===== config.mk =====
export PLATFORM = sky130hd
export DESIGN_NAME = dispenser_frame_encoder_top
export DESIGN_NICKNAME = d
export VERILOG_FILES = /design/src/hdl/dfe_pkg.sv /design/src/hdl/dfe_front.sv /design/src/hdl/dfe_queue.sv /design/src/hdl/dfe_back.sv /design/src/hdl/dispenser_frame_encoder_top.sv
export VERILOG_INCLUDE_DIRS = /design/src /design/src/hdl
export SDC_FILE = /design/constraint.sdc
export NUM_CORES = 1
export LEC_CHECK = 0
export BUFFER_PORTS_ARGS = -buffer_cell sky130_fd_sc_hd__buf_2
export CAP_MARGIN = 15
export CELL_PAD_IN_SITES_DETAIL_PLACEMENT = 1
export CELL_PAD_IN_SITES_GLOBAL_PLACEMENT = 1
export CORE_MARGIN = 3
export CORE_UTILIZATION = 25
export DETAILED_ROUTE_END_ITERATION = 8
export PLACE_DENSITY = 0.49
export SLEW_MARGIN = 20
export SYNTH_ARGS = -nofsm -noshare
export SYNTH_HDL_FRONTEND = slang
export SYNTH_HIERARCHICAL = 1
export SYNTH_SLANG_ARGS = --single-unit

===== constraint.sdc =====
create_clock -name clk_i -period 38.9 [get_ports clk_i]
set_clock_uncertainty 0.1 [all_clocks]
set_input_delay 5.835 -clock clk_i [delete_from_list [all_inputs] [get_ports clk_i]]
set_output_delay 5.835 -clock clk_i [all_outputs]
set_load 0.1 [all_outputs]

===== src/hdl/assert_macros.svh =====
// Assertion macros shared by the dispenser frame encoder RTL.
// Depends on nothing; included by the modules that carry assertions.
`ifndef ASSERT_MACROS_SVH
`define ASSERT_MACROS_SVH

// Check a property on every rising edge outside reset.
`define ASSERT_RST(name, clk, rstn, prop, msg) \
  name: assert property (@(posedge clk) disable iff (!rstn) prop) else $error(msg);

// Check that a boolean condition never holds outside reset.
`define ASSERT_NEVER(name, clk, rstn, cond, msg) \
  name: assert property (@(posedge clk) disable iff (!rstn) !(cond)) else $error(msg);

`endif


===== src/hdl/dfe_pkg.sv =====
// Types, codes and helper functions of the dispenser frame encoder.
// Depends on nothing; imported by every module of the block.
package dfe_pkg;

  typedef enum logic [2:0] {
    ERR_NONE    = 3'd0,
    ERR_PUMP    = 3'd1,
    ERR_COMMAND = 3'd2,
    ERR_PRICE   = 3'd3,
    ERR_VOLUME  = 3'd4
  } err_e;

  typedef struct packed {
    logic [7:0]  pump_number;
    logic [7:0]  command_code;
    logic [19:0] price_value;
    logic [19:0] volume_value;
    logic [15:0] status_word;
  } req_t;

  typedef struct packed {
    logic [7:0] frame_byte;
    logic [2:0] error_code;
    logic       last_of_frame;
  } res_t;

  typedef struct packed {
    err_e        err;
    logic [7:0]  pump;
    logic [3:0]  cmd;
    logic [19:0] price;
    logic [19:0] volume;
    logic [15:0] status;
  } job_t;

  localparam logic [7:0]  PUMP_MAX    = 8'd128;
  localparam logic [7:0]  COMMAND_MAX = 8'd15;
  localparam logic [19:0] DEC_MAX     = 20'd999999;

  localparam logic [7:0] CHAR_SOH  = 8'h01;
  localparam logic [7:0] CHAR_STX  = 8'h02;
  localparam logic [7:0] CHAR_ETX  = 8'h03;
  localparam logic [7:0] CHAR_NUL  = 8'h00;
  localparam logic [7:0] CHAR_ZERO = 8'h30;
  localparam logic [7:0] CHAR_HEXA = 8'h37;

  localparam int unsigned IDX_W = 5;

  localparam logic [IDX_W-1:0] POS_SOH     = 5'd0;
  localparam logic [IDX_W-1:0] POS_PUMP_HI = 5'd1;
  localparam logic [IDX_W-1:0] POS_PUMP_LO = 5'd2;
  localparam logic [IDX_W-1:0] POS_CMD     = 5'd3;
  localparam logic [IDX_W-1:0] POS_STX     = 5'd4;
  localparam logic [IDX_W-1:0] POS_PRICE   = 5'd5;
  localparam logic [IDX_W-1:0] POS_VOLUME  = 5'd11;
  localparam logic [IDX_W-1:0] POS_STAT3   = 5'd17;
  localparam logic [IDX_W-1:0] POS_STAT2   = 5'd18;
  localparam logic [IDX_W-1:0] POS_STAT1   = 5'd19;
  localparam logic [IDX_W-1:0] POS_STAT0   = 5'd20;
  localparam logic [IDX_W-1:0] POS_ETX     = 5'd21;
  localparam logic [IDX_W-1:0] POS_CHECK   = 5'd22;
  localparam logic [IDX_W-1:0] POS_LAST    = 5'd23;

  function automatic logic [7:0] hex_char(input logic [3:0] nib);
    logic [7:0] base;
    base = (nib > 4'd9) ? CHAR_HEXA : CHAR_ZERO;
    return base + {4'd0, nib};
  endfunction

  function automatic logic [19:0] dec_weight(input logic [2:0] place);
    logic [19:0] w;
    case (place)
      3'd0:    w = 20'd100000;
      3'd1:    w = 20'd10000;
      3'd2:    w = 20'd1000;
      3'd3:    w = 20'd100;
      3'd4:    w = 20'd10;
      default: w = 20'd1;
    endcase
    return w;
  endfunction

endpackage


===== src/hdl/dfe_front.sv =====
// Front end: accepts requests and classifies them into jobs.
// Depends on dfe_pkg; feeds dfe_queue.
module dfe_front import dfe_pkg::*; (
  input  logic push,
  input  req_t req_i,
  output logic full,
  input  logic q_full_i,
  output logic job_push_o,
  output job_t job_o
);

  err_e err;

  always_comb begin
    if (req_i.pump_number > PUMP_MAX) begin
      err = ERR_PUMP;
    end else if (req_i.command_code > COMMAND_MAX) begin
      err = ERR_COMMAND;
    end else if (req_i.price_value > DEC_MAX) begin
      err = ERR_PRICE;
    end else if (req_i.volume_value > DEC_MAX) begin
      err = ERR_VOLUME;
    end else begin
      err = ERR_NONE;
    end
  end

  always_comb begin
    job_o.err    = err;
    job_o.pump   = req_i.pump_number;
    job_o.cmd    = req_i.command_code[3:0];
    job_o.price  = req_i.price_value;
    job_o.volume = req_i.volume_value;
    job_o.status = req_i.status_word;
  end

  assign full       = q_full_i;
  assign job_push_o = push && !q_full_i;

endmodule


===== src/hdl/dfe_queue.sv =====
// Short job queue between front end and frame generator.
// Depends on dfe_pkg and assert_macros.svh.
module dfe_queue import dfe_pkg::*; #(
  parameter int unsigned DEPTH = 2
) (
  input  logic clk_i,
  input  logic rst_ni,
  input  logic push_i,
  input  job_t data_i,
  output logic full_o,
  input  logic pop_i,
  output job_t data_o,
  output logic valid_o
);

  `include "assert_macros.svh"

  localparam int unsigned PTR_W = (DEPTH > 1) ? $clog2(DEPTH) : 1;
  localparam int unsigned CNT_W = $clog2(DEPTH + 1);
  localparam logic [PTR_W-1:0] PTR_LAST = PTR_W'(DEPTH - 1);

  job_t             mem_q [DEPTH];
  logic [PTR_W-1:0] wr_ptr_q, wr_ptr_d;
  logic [PTR_W-1:0] rd_ptr_q, rd_ptr_d;
  logic [CNT_W-1:0] count_q, count_d;
  logic             do_push, do_pop;

  assign full_o  = (count_q == CNT_W'(DEPTH));
  assign valid_o = (count_q != '0);
  assign data_o  = mem_q[rd_ptr_q];
  assign do_push = push_i && !full_o;
  assign do_pop  = pop_i && valid_o;

  always_comb begin
    wr_ptr_d = wr_ptr_q;
    rd_ptr_d = rd_ptr_q;
    count_d  = count_q;
    if (do_push) begin
      wr_ptr_d = (wr_ptr_q == PTR_LAST) ? '0 : wr_ptr_q + 1'b1;
    end
    if (do_pop) begin
      rd_ptr_d = (rd_ptr_q == PTR_LAST) ? '0 : rd_ptr_q + 1'b1;
    end
    if (do_push && !do_pop) begin
      count_d = count_q + 1'b1;
    end else if (do_pop && !do_push) begin
      count_d = count_q - 1'b1;
    end
  end

  always_ff @(posedge clk_i or negedge rst_ni) begin
    if (!rst_ni) begin
      wr_ptr_q <= '0;
      rd_ptr_q <= '0;
      count_q  <= '0;
    end else begin
      wr_ptr_q <= wr_ptr_d;
      rd_ptr_q <= rd_ptr_d;
      count_q  <= count_d;
    end
  end

  always_ff @(posedge clk_i) begin
    if (do_push) begin
      mem_q[wr_ptr_q] <= data_i;
    end
  end

  `ASSERT_NEVER(a_count_range, clk_i, rst_ni, count_q > CNT_W'(DEPTH), "queue overfilled")
  `ASSERT_NEVER(a_ptr_range, clk_i, rst_ni, (wr_ptr_q > PTR_LAST) || (rd_ptr_q > PTR_LAST), "pointer out of range")

endmodule


===== src/hdl/dfe_back.sv =====
// Frame generator: expands one job into frame words or one error word.
// Depends on dfe_pkg and assert_macros.svh; fed by dfe_queue.
module dfe_back import dfe_pkg::*; (
  input  logic clk_i,
  input  logic rst_ni,
  input  job_t job_i,
  input  logic job_valid_i,
  output logic job_pop_o,
  output logic empty,
  input  logic pop,
  output res_t res_o
);

  `include "assert_macros.svh"

  logic             active_q;
  logic [IDX_W-1:0] idx_q;
  job_t             job_q;
  logic [19:0]      price_q, price_d;
  logic [19:0]      vol_q, vol_d;
  logic [7:0]       chk_q;
  res_t             out_q;
  logic             out_valid_q;

  logic        advance, emit, is_err, is_last, load;
  logic        in_price, in_volume;
  logic [19:0] dig_val, weight, dig_sub, dig_rem;
  logic [2:0]  place;
  logic [8:0]  ge;
  logic [3:0]  digit;
  logic [7:0]  byte_d;
  res_t        res_d;

  assign advance   = !out_valid_q || pop;
  assign emit      = active_q && advance;
  assign is_err    = (job_q.err != ERR_NONE);
  assign is_last   = is_err || (idx_q == POS_LAST);
  assign load      = job_valid_i && (!active_q || (emit && is_last));
  assign job_pop_o = load;

  assign in_price  = (idx_q >= POS_PRICE) && (idx_q < POS_VOLUME);
  assign in_volume = (idx_q >= POS_VOLUME) && (idx_q < POS_STAT3);

  // one decimal digit per word, most significant first
  always_comb begin
    dig_val = in_price ? price_q : vol_q;
    place   = in_price ? 3'(idx_q - POS_PRICE) : 3'(idx_q - POS_VOLUME);
    weight  = dec_weight(place);
    digit   = '0;
    for (int k = 1; k <= 9; k++) begin
      ge[k-1] = (dig_val >= 20'(k) * weight);
    end
    for (int k = 0; k < 9; k++) begin
      digit = digit + {3'd0, ge[k]};
    end
    dig_sub = 20'(digit) * weight;
    dig_rem = dig_val - dig_sub;
  end

  always_comb begin
    case (idx_q)
      POS_SOH:     byte_d = CHAR_SOH;
      POS_PUMP_HI: byte_d = hex_char(job_q.pump[7:4]);
      POS_PUMP_LO: byte_d = hex_char(job_q.pump[3:0]);
      POS_CMD:     byte_d = hex_char(job_q.cmd);
      POS_STX:     byte_d = CHAR_STX;
      POS_STAT3:   byte_d = hex_char(job_q.status[15:12]);
      POS_STAT2:   byte_d = hex_char(job_q.status[11:8]);
      POS_STAT1:   byte_d = hex_char(job_q.status[7:4]);
      POS_STAT0:   byte_d = hex_char(job_q.status[3:0]);
      POS_ETX:     byte_d = CHAR_ETX;
      POS_CHECK:   byte_d = chk_q;
      POS_LAST:    byte_d = CHAR_NUL;
      default:     byte_d = (in_price || in_volume) ? CHAR_ZERO + {4'd0, digit} : CHAR_NUL;
    endcase
  end

  always_comb begin
    res_d.frame_byte    = is_err ? CHAR_NUL : byte_d;
    res_d.error_code    = job_q.err;
    res_d.last_of_frame = is_last;
    price_d             = (emit && in_price) ? dig_rem : price_q;
    vol_d               = (emit && in_volume) ? dig_rem : vol_q;
  end

  always_ff @(posedge clk_i or negedge rst_ni) begin
    if (!rst_ni) begin
      active_q    <= 1'b0;
      idx_q       <= '0;
      out_valid_q <= 1'b0;
    end else begin
      if (load) begin
        active_q <= 1'b1;
        idx_q    <= POS_SOH;
      end else if (emit && is_last) begin
        active_q <= 1'b0;
      end else if (emit) begin
        idx_q <= idx_q + 1'b1;
      end
      if (emit) begin
        out_valid_q <= 1'b1;
      end else if (pop) begin
        out_valid_q <= 1'b0;
      end
    end
  end

  always_ff @(posedge clk_i) begin
    if (load) begin
      job_q   <= job_i;
      price_q <= job_i.price;
      vol_q   <= job_i.volume;
      chk_q   <= '0;
    end else begin
      price_q <= price_d;
      vol_q   <= vol_d;
      if (emit && (idx_q >= POS_PUMP_HI) && (idx_q <= POS_ETX)) begin
        chk_q <= chk_q ^ byte_d;
      end
    end
    if (emit) begin
      out_q <= res_d;
    end
  end

  assign empty = !out_valid_q;
  assign res_o = out_q;

  `ASSERT_RST(a_err_word, clk_i, rst_ni, out_valid_q && (out_q.error_code != ERR_NONE) |-> (out_q.frame_byte == CHAR_NUL) && out_q.last_of_frame, "malformed error word")
  `ASSERT_NEVER(a_idx_range, clk_i, rst_ni, active_q && (idx_q > POS_LAST), "frame index beyond last word")
  `ASSERT_RST(a_err_single, clk_i, rst_ni, active_q && is_err |-> (idx_q == POS_SOH), "error job advanced past first word")

endmodule


===== src/hdl/dispenser_frame_encoder_top.sv =====
// Top level of the dispenser frame encoder.
// Depends on dfe_pkg, dfe_front, dfe_queue and dfe_back.
//
// Each request yields either one error word or a 24-word ASCII frame, one
// word per cycle while the output side keeps popping; the single frame
// generator starts the next frame directly after the last word of the
// previous one. A request arriving at an idle block is first loaded into
// the generator. Up to QUEUE_DEPTH classified requests wait between the
// input side and the generator, and one finished word is held in the
// output register, so each side stalls on its own.
module dispenser_frame_encoder_top import dfe_pkg::*; #(
  parameter int unsigned QUEUE_DEPTH = 2
) (
  input  logic clk_i,
  input  logic rst_ni,
  input  logic push,
  output logic full,
  input  req_t req_i,
  output logic empty,
  input  logic pop,
  output res_t res_o
);

  job_t front_job;
  logic front_push;
  logic q_full;
  job_t q_job;
  logic q_valid;
  logic q_pop;

  dfe_front u_front (
    .push       (push),
    .req_i      (req_i),
    .full       (full),
    .q_full_i   (q_full),
    .job_push_o (front_push),
    .job_o      (front_job)
  );

  dfe_queue #(
    .DEPTH (QUEUE_DEPTH)
  ) u_queue (
    .clk_i   (clk_i),
    .rst_ni  (rst_ni),
    .push_i  (front_push),
    .data_i  (front_job),
    .full_o  (q_full),
    .pop_i   (q_pop),
    .data_o  (q_job),
    .valid_o (q_valid)
  );

  dfe_back u_back (
    .clk_i       (clk_i),
    .rst_ni      (rst_ni),
    .job_i       (q_job),
    .job_valid_i (q_valid),
    .job_pop_o   (q_pop),
    .empty       (empty),
    .pop         (pop),
    .res_o       (res_o)
  );

endmodule


==> metrics.md <==
| Metric | Value |
|---|---|
| Top achievable clock speed | `64.2 MHz` |
| Ys flop type | `sky130_fd_sc_hd__edfxtp_1` |
| Cell area after synthesis | `0.0193 mm2` |
| Number of filler instances in the final layout | `8581` |
| Clock tree from TritonCTS | `built` |
| Post-synth EDFFs | `225` |
| Sequential share of the synthesized area | `37.3%` |
| Library cells used by synthesis | `87` |
| Endpoints failing hold | `0` |
| Starting utilization of the core area | `25.3%` |
| Worst slew margin relative to its limit | `33.7%` |
| CTS clk-pin slew, worst paths | `60 ps` |
| Synthesis-to-layout area growth | `10.5%` |
| Resize count post-CTS | `0` |
| Antenna Diode Count | `0` |
| Fraction of synthesis flops using an asynchronous set or reset pin | `4.51%` |
| Total of warnings raised by yosys | `6` |
| Number of global-route vias before repair | `14500` |
| Clock latency at the later pin of the worst-skew pair | `580 ps` |
| Worst stage delay on the critical path | `830 ps` |
| Remaining number of nets flagged by the antenna check after routing | `0` |
| Total Negative Setup Slacks | `0 ps` |
| Period utilization | `40.1%` |
| Area enclosed by the die boundary | `0.0805 mm2` |
| Minimum hold slack | `357 ps` |
| First-pass GRT wire length | `84000 um` |
| Worst Slack Setup Final | `23310 ps` |
| Arrival time of the worst setup path | `15870 ps` |
| Die width | `284 um` |
| Cell type with the highest occurrence count on the critical path | `sky130_fd_sc_hd__fa_1` |
| Detailed-route DRC error count | `0` |
| Multi-input combinational cell area | `0.0108 mm2` |
| Final slew viol count | `0` |
| Sum of net half-perimeters after detailed placement | `41700 um` |
| Number of cell rows | `101` |
| Number of antenna violations at the first check in global routing | `2` |
| Number of max-capacitance violations reported | `0` |
| Count of pins on the block boundary | `90` |
| IO Port Bufs | `89` |
| FF+latch area | `0.00720 mm2` |
| Pin count of the biggest net entering global routing | `58` |
| Slew @ Worst Pin | `985 ps` |
| Count of TritonRoute iterations in the first routing pass | `4` |
| Crit Path Max Fanout | `31` |
| P_leak | `8.80 nW` |
| Setup violators final | `0` |
| Vias per std cell | `4.62` |
| Via total after detailed routing | `13300` |
| Fraction of final layout cells with drive strength greater than 1 | `13.6%` |
| Result of the run | `finished, final reports clean` |
| CTS max path bufs | `3` |
| RSZ-0062 raised after global routing | `no` |
| Grt ovf | `0` |
| Die extent in y | `284 um` |
| Count of routing violations after the opening detailed-route iteration | `659` |
| Total detailed-routing wirelength | `53500 um` |
| Final RePlAce weighted congestion | `0.828` |
| Cell Pwr Density | `93.7 mW/mm2` |
| Layout Utilization | `28.0%` |
| Post-Syn Instances | `1793` |
| Routed wire per std cell | `18.6 um` |
| CTS Buf Count | `28` |
| Total number of clock tree sinks | `244` |
| Final worst path period need | `15590 ps` |
| Max stage delay cell, worst path | `sky130_fd_sc_hd__dfrtp_1` |
| Kind of capture point of the worst setup path | `register` |
| Gr usage total | `13.1%` |
| Post-CTS repair timing setup buffer count | `0` |
| Mean post-synth cell area | `10.8 um2` |
| Number of buffer and inverter stages on the critical path | `6` |
| Count of hold-fix buffers inserted at cts | `0` |
| Synthesized flop and latch total | `244` |
| Top delay family on crit path | `adder cells` |
| Reg-to-reg setup timing slack | `23310 ps` |
| Critical Path Start Type | `register` |
| CORE AREA | `0.0762 mm2` |
| Cell at the root of the clock tree | `sky130_fd_sc_hd__clkbuf_16` |
| Worst setup timing slack at the placement stage | `23310 ps` |
| Crit path kind | `register to register` |
| Peak supply drop | `0.0669 mV` |
| Final-stage net count | `2194` |
| H-tree level count | `1` |
| Worst hold path class | `register to register` |
| Required @ worst endpoint | `39190 ps` |
## layout by cell type (no fill, tap or decap), drive strengths merged, types with 19 or more instances in the layout
cell / n
ha: 236
edfxtp: 225
inv: 149
nand2: 141
nor2: 114
a21oi: 107
buf: 105
o21ai: 76
mux2: 76
fa: 58
a21o: 46
xnor2: 39
nand2b: 33
clkbuf: 31
nand3: 29
o21a: 28
xor2: 28
mux2i: 24
nor3: 22
nor2b: 21
or3: 20
nand4: 19
## power by group
part / switching, W / total [W] / leakage, nW / internal [W]
Sequential: 0.0000542 / 0.000488 / 2.31 / 0.000434
Combinational: 0.000783 / 0.00125 / 6.04 / 0.000463
Clock: 0.000109 / 0.000261 / 0.446 / 0.000153
Total: 0.000946 / 0.00200 / 8.80 / 0.00105
## synth_stat cells, types with 4 or more instances
cell type	count	area share (%)
sky130_fd_sc_hd__ha_1	236	15
sky130_fd_sc_hd__edfxtp_1	225	35
sky130_fd_sc_hd__inv_1	145	2.8
sky130_fd_sc_hd__nand2_1	140	2.7
sky130_fd_sc_hd__nor2_1	114	2.2
sky130_fd_sc_hd__a21oi_1	107	2.8
sky130_fd_sc_hd__o21ai_0	73	1.9
sky130_fd_sc_hd__buf_4	69	2.7
sky130_fd_sc_hd__mux2_4	69	5.4
sky130_fd_sc_hd__fa_1	58	6.0
sky130_fd_sc_hd__a21o_1	46	1.8
sky130_fd_sc_hd__xnor2_1	39	1.8
sky130_fd_sc_hd__nand2b_1	33	1.1
sky130_fd_sc_hd__nand3_1	29	0.75
sky130_fd_sc_hd__o21a_1	28	1.1
sky130_fd_sc_hd__xor2_1	28	1.3
sky130_fd_sc_hd__mux2i_1	24	1.2
sky130_fd_sc_hd__clkbuf_1	22	0.43
sky130_fd_sc_hd__nor2b_1	21	0.68
sky130_fd_sc_hd__nor3_1	21	0.55
sky130_fd_sc_hd__or3_1	20	0.65
sky130_fd_sc_hd__nand4_1	19	0.62
sky130_fd_sc_hd__a31oi_1	12	0.39
sky130_fd_sc_hd__a211oi_1	11	0.43
sky130_fd_sc_hd__dfrtp_1	11	1.4
sky130_fd_sc_hd__nand3b_1	10	0.39
sky130_fd_sc_hd__nor4_1	10	0.32
sky130_fd_sc_hd__o21bai_1	10	0.39
sky130_fd_sc_hd__and2_1	9	0.29
sky130_fd_sc_hd__dfxtp_1	8	0.83
sky130_fd_sc_hd__or2_2	8	0.26
sky130_fd_sc_hd__and3_1	7	0.23
sky130_fd_sc_hd__buf_12	7	0.73
sky130_fd_sc_hd__mux2_2	7	0.41
sky130_fd_sc_hd__o211ai_1	7	0.27
sky130_fd_sc_hd__a221oi_1	6	0.27
sky130_fd_sc_hd__o31ai_1	6	0.23
sky130_fd_sc_hd__a2111o_1	5	0.29
sky130_fd_sc_hd__a2111oi_0	5	0.23
sky130_fd_sc_hd__buf_2	5	0.13
sky130_fd_sc_hd__a211o_1	4	0.18
sky130_fd_sc_hd__buf_1	4	0.078
sky130_fd_sc_hd__nor3b_1	4	0.16
sky130_fd_sc_hd__o41ai_1	4	0.18
## final timing paths
path | from | to | depth (start not counted)
min | u_back/job_q[68] | u_back/res_o[1] | 0
max reg2reg | u_back/idx_q[0] | u_back/vol_q[19] | 46
max in group asynchronous | rst_ni | u_queue/rd_ptr_q | 1
max | u_back/idx_q[0] | u_back/vol_q[19] | 46
min reg2reg | u_back/job_q[68] | u_back/res_o[1] | 0
min in group asynchronous | rst_ni | u_back/idx_q[3] | 1
## logic make-up after synthesis
group / after synthesis / share of synthesized area, %
AND/OR/NAND/NOR: 461 / 11.6
AO/OA/AOI/OAI: 369 / 12.6
adder cells (fa/ha/maj): 294 / 21.3
buffers and inverters: 256 / 7.03
flip-flops: 244 / 37.3
multiplexers: 100 / 7.03
XOR/XNOR: 67 / 3.04
other: 2 / 0.0389
## layout make-up
| class | instances | area share (%) |
|---|---|---|
| Multi-Input combinational cell | 1298 | 50.6 |
| Tap cell | 1030 | 6.05 |
| Clock buffer | 31 | 3.34 |
| Inverter | 147 | 2.59 |
| Clock inverter | 20 | 0.969 |
| Sequential cell | 244 | 33.8 |
| Timing Repair Buffer | 105 | 2.65 |
## state kept, by name, summed over array words and instances (netlist names), 2 cells and up
name             count
u_back/idx_q         5
u_back/price_q      20
u_back/vol_q        20
u_back/job_q        31
u_back/res_o        12
u_back/chk_q         8
u_queue/count_q      2
u_queue/mem_q      142
## per-stage QoR
stage               instance area (um2)  total power (W)  cells
finish                            21300          0.00200   2875
detailed placement                20400          0.00176   2824
global placement                  20400          0.00174   2824
CTS                               21300          0.00204   2875
global route                      21300          0.00220   2875
floorplan                         19300          0.00139   1798
## layer usage
metal  track usage (%)  up-vias  part of all wire [%]
met5                 0        -                     0
met4              2.74        0                   1.7
met3              1.37       50                   2.5
met2              22.0      149                    47
met1              18.1     6601                    49
li1                  -     6487                     -
## worst register-to-register path, delay by kind of cell (launching register included)
kind | cells | cell delay, ps
AND/OR/NAND/NOR | 6 | 1000
flip-flops | 1 | 830
XOR/XNOR | 2 | 1270
AO/OA/AOI/OAI | 19 | 4350
buffers and inverters | 6 | 1700
adder cells (fa/ha/maj) | 13 | 6160
No activity file was read; power rests on OpenSTA's default activity.
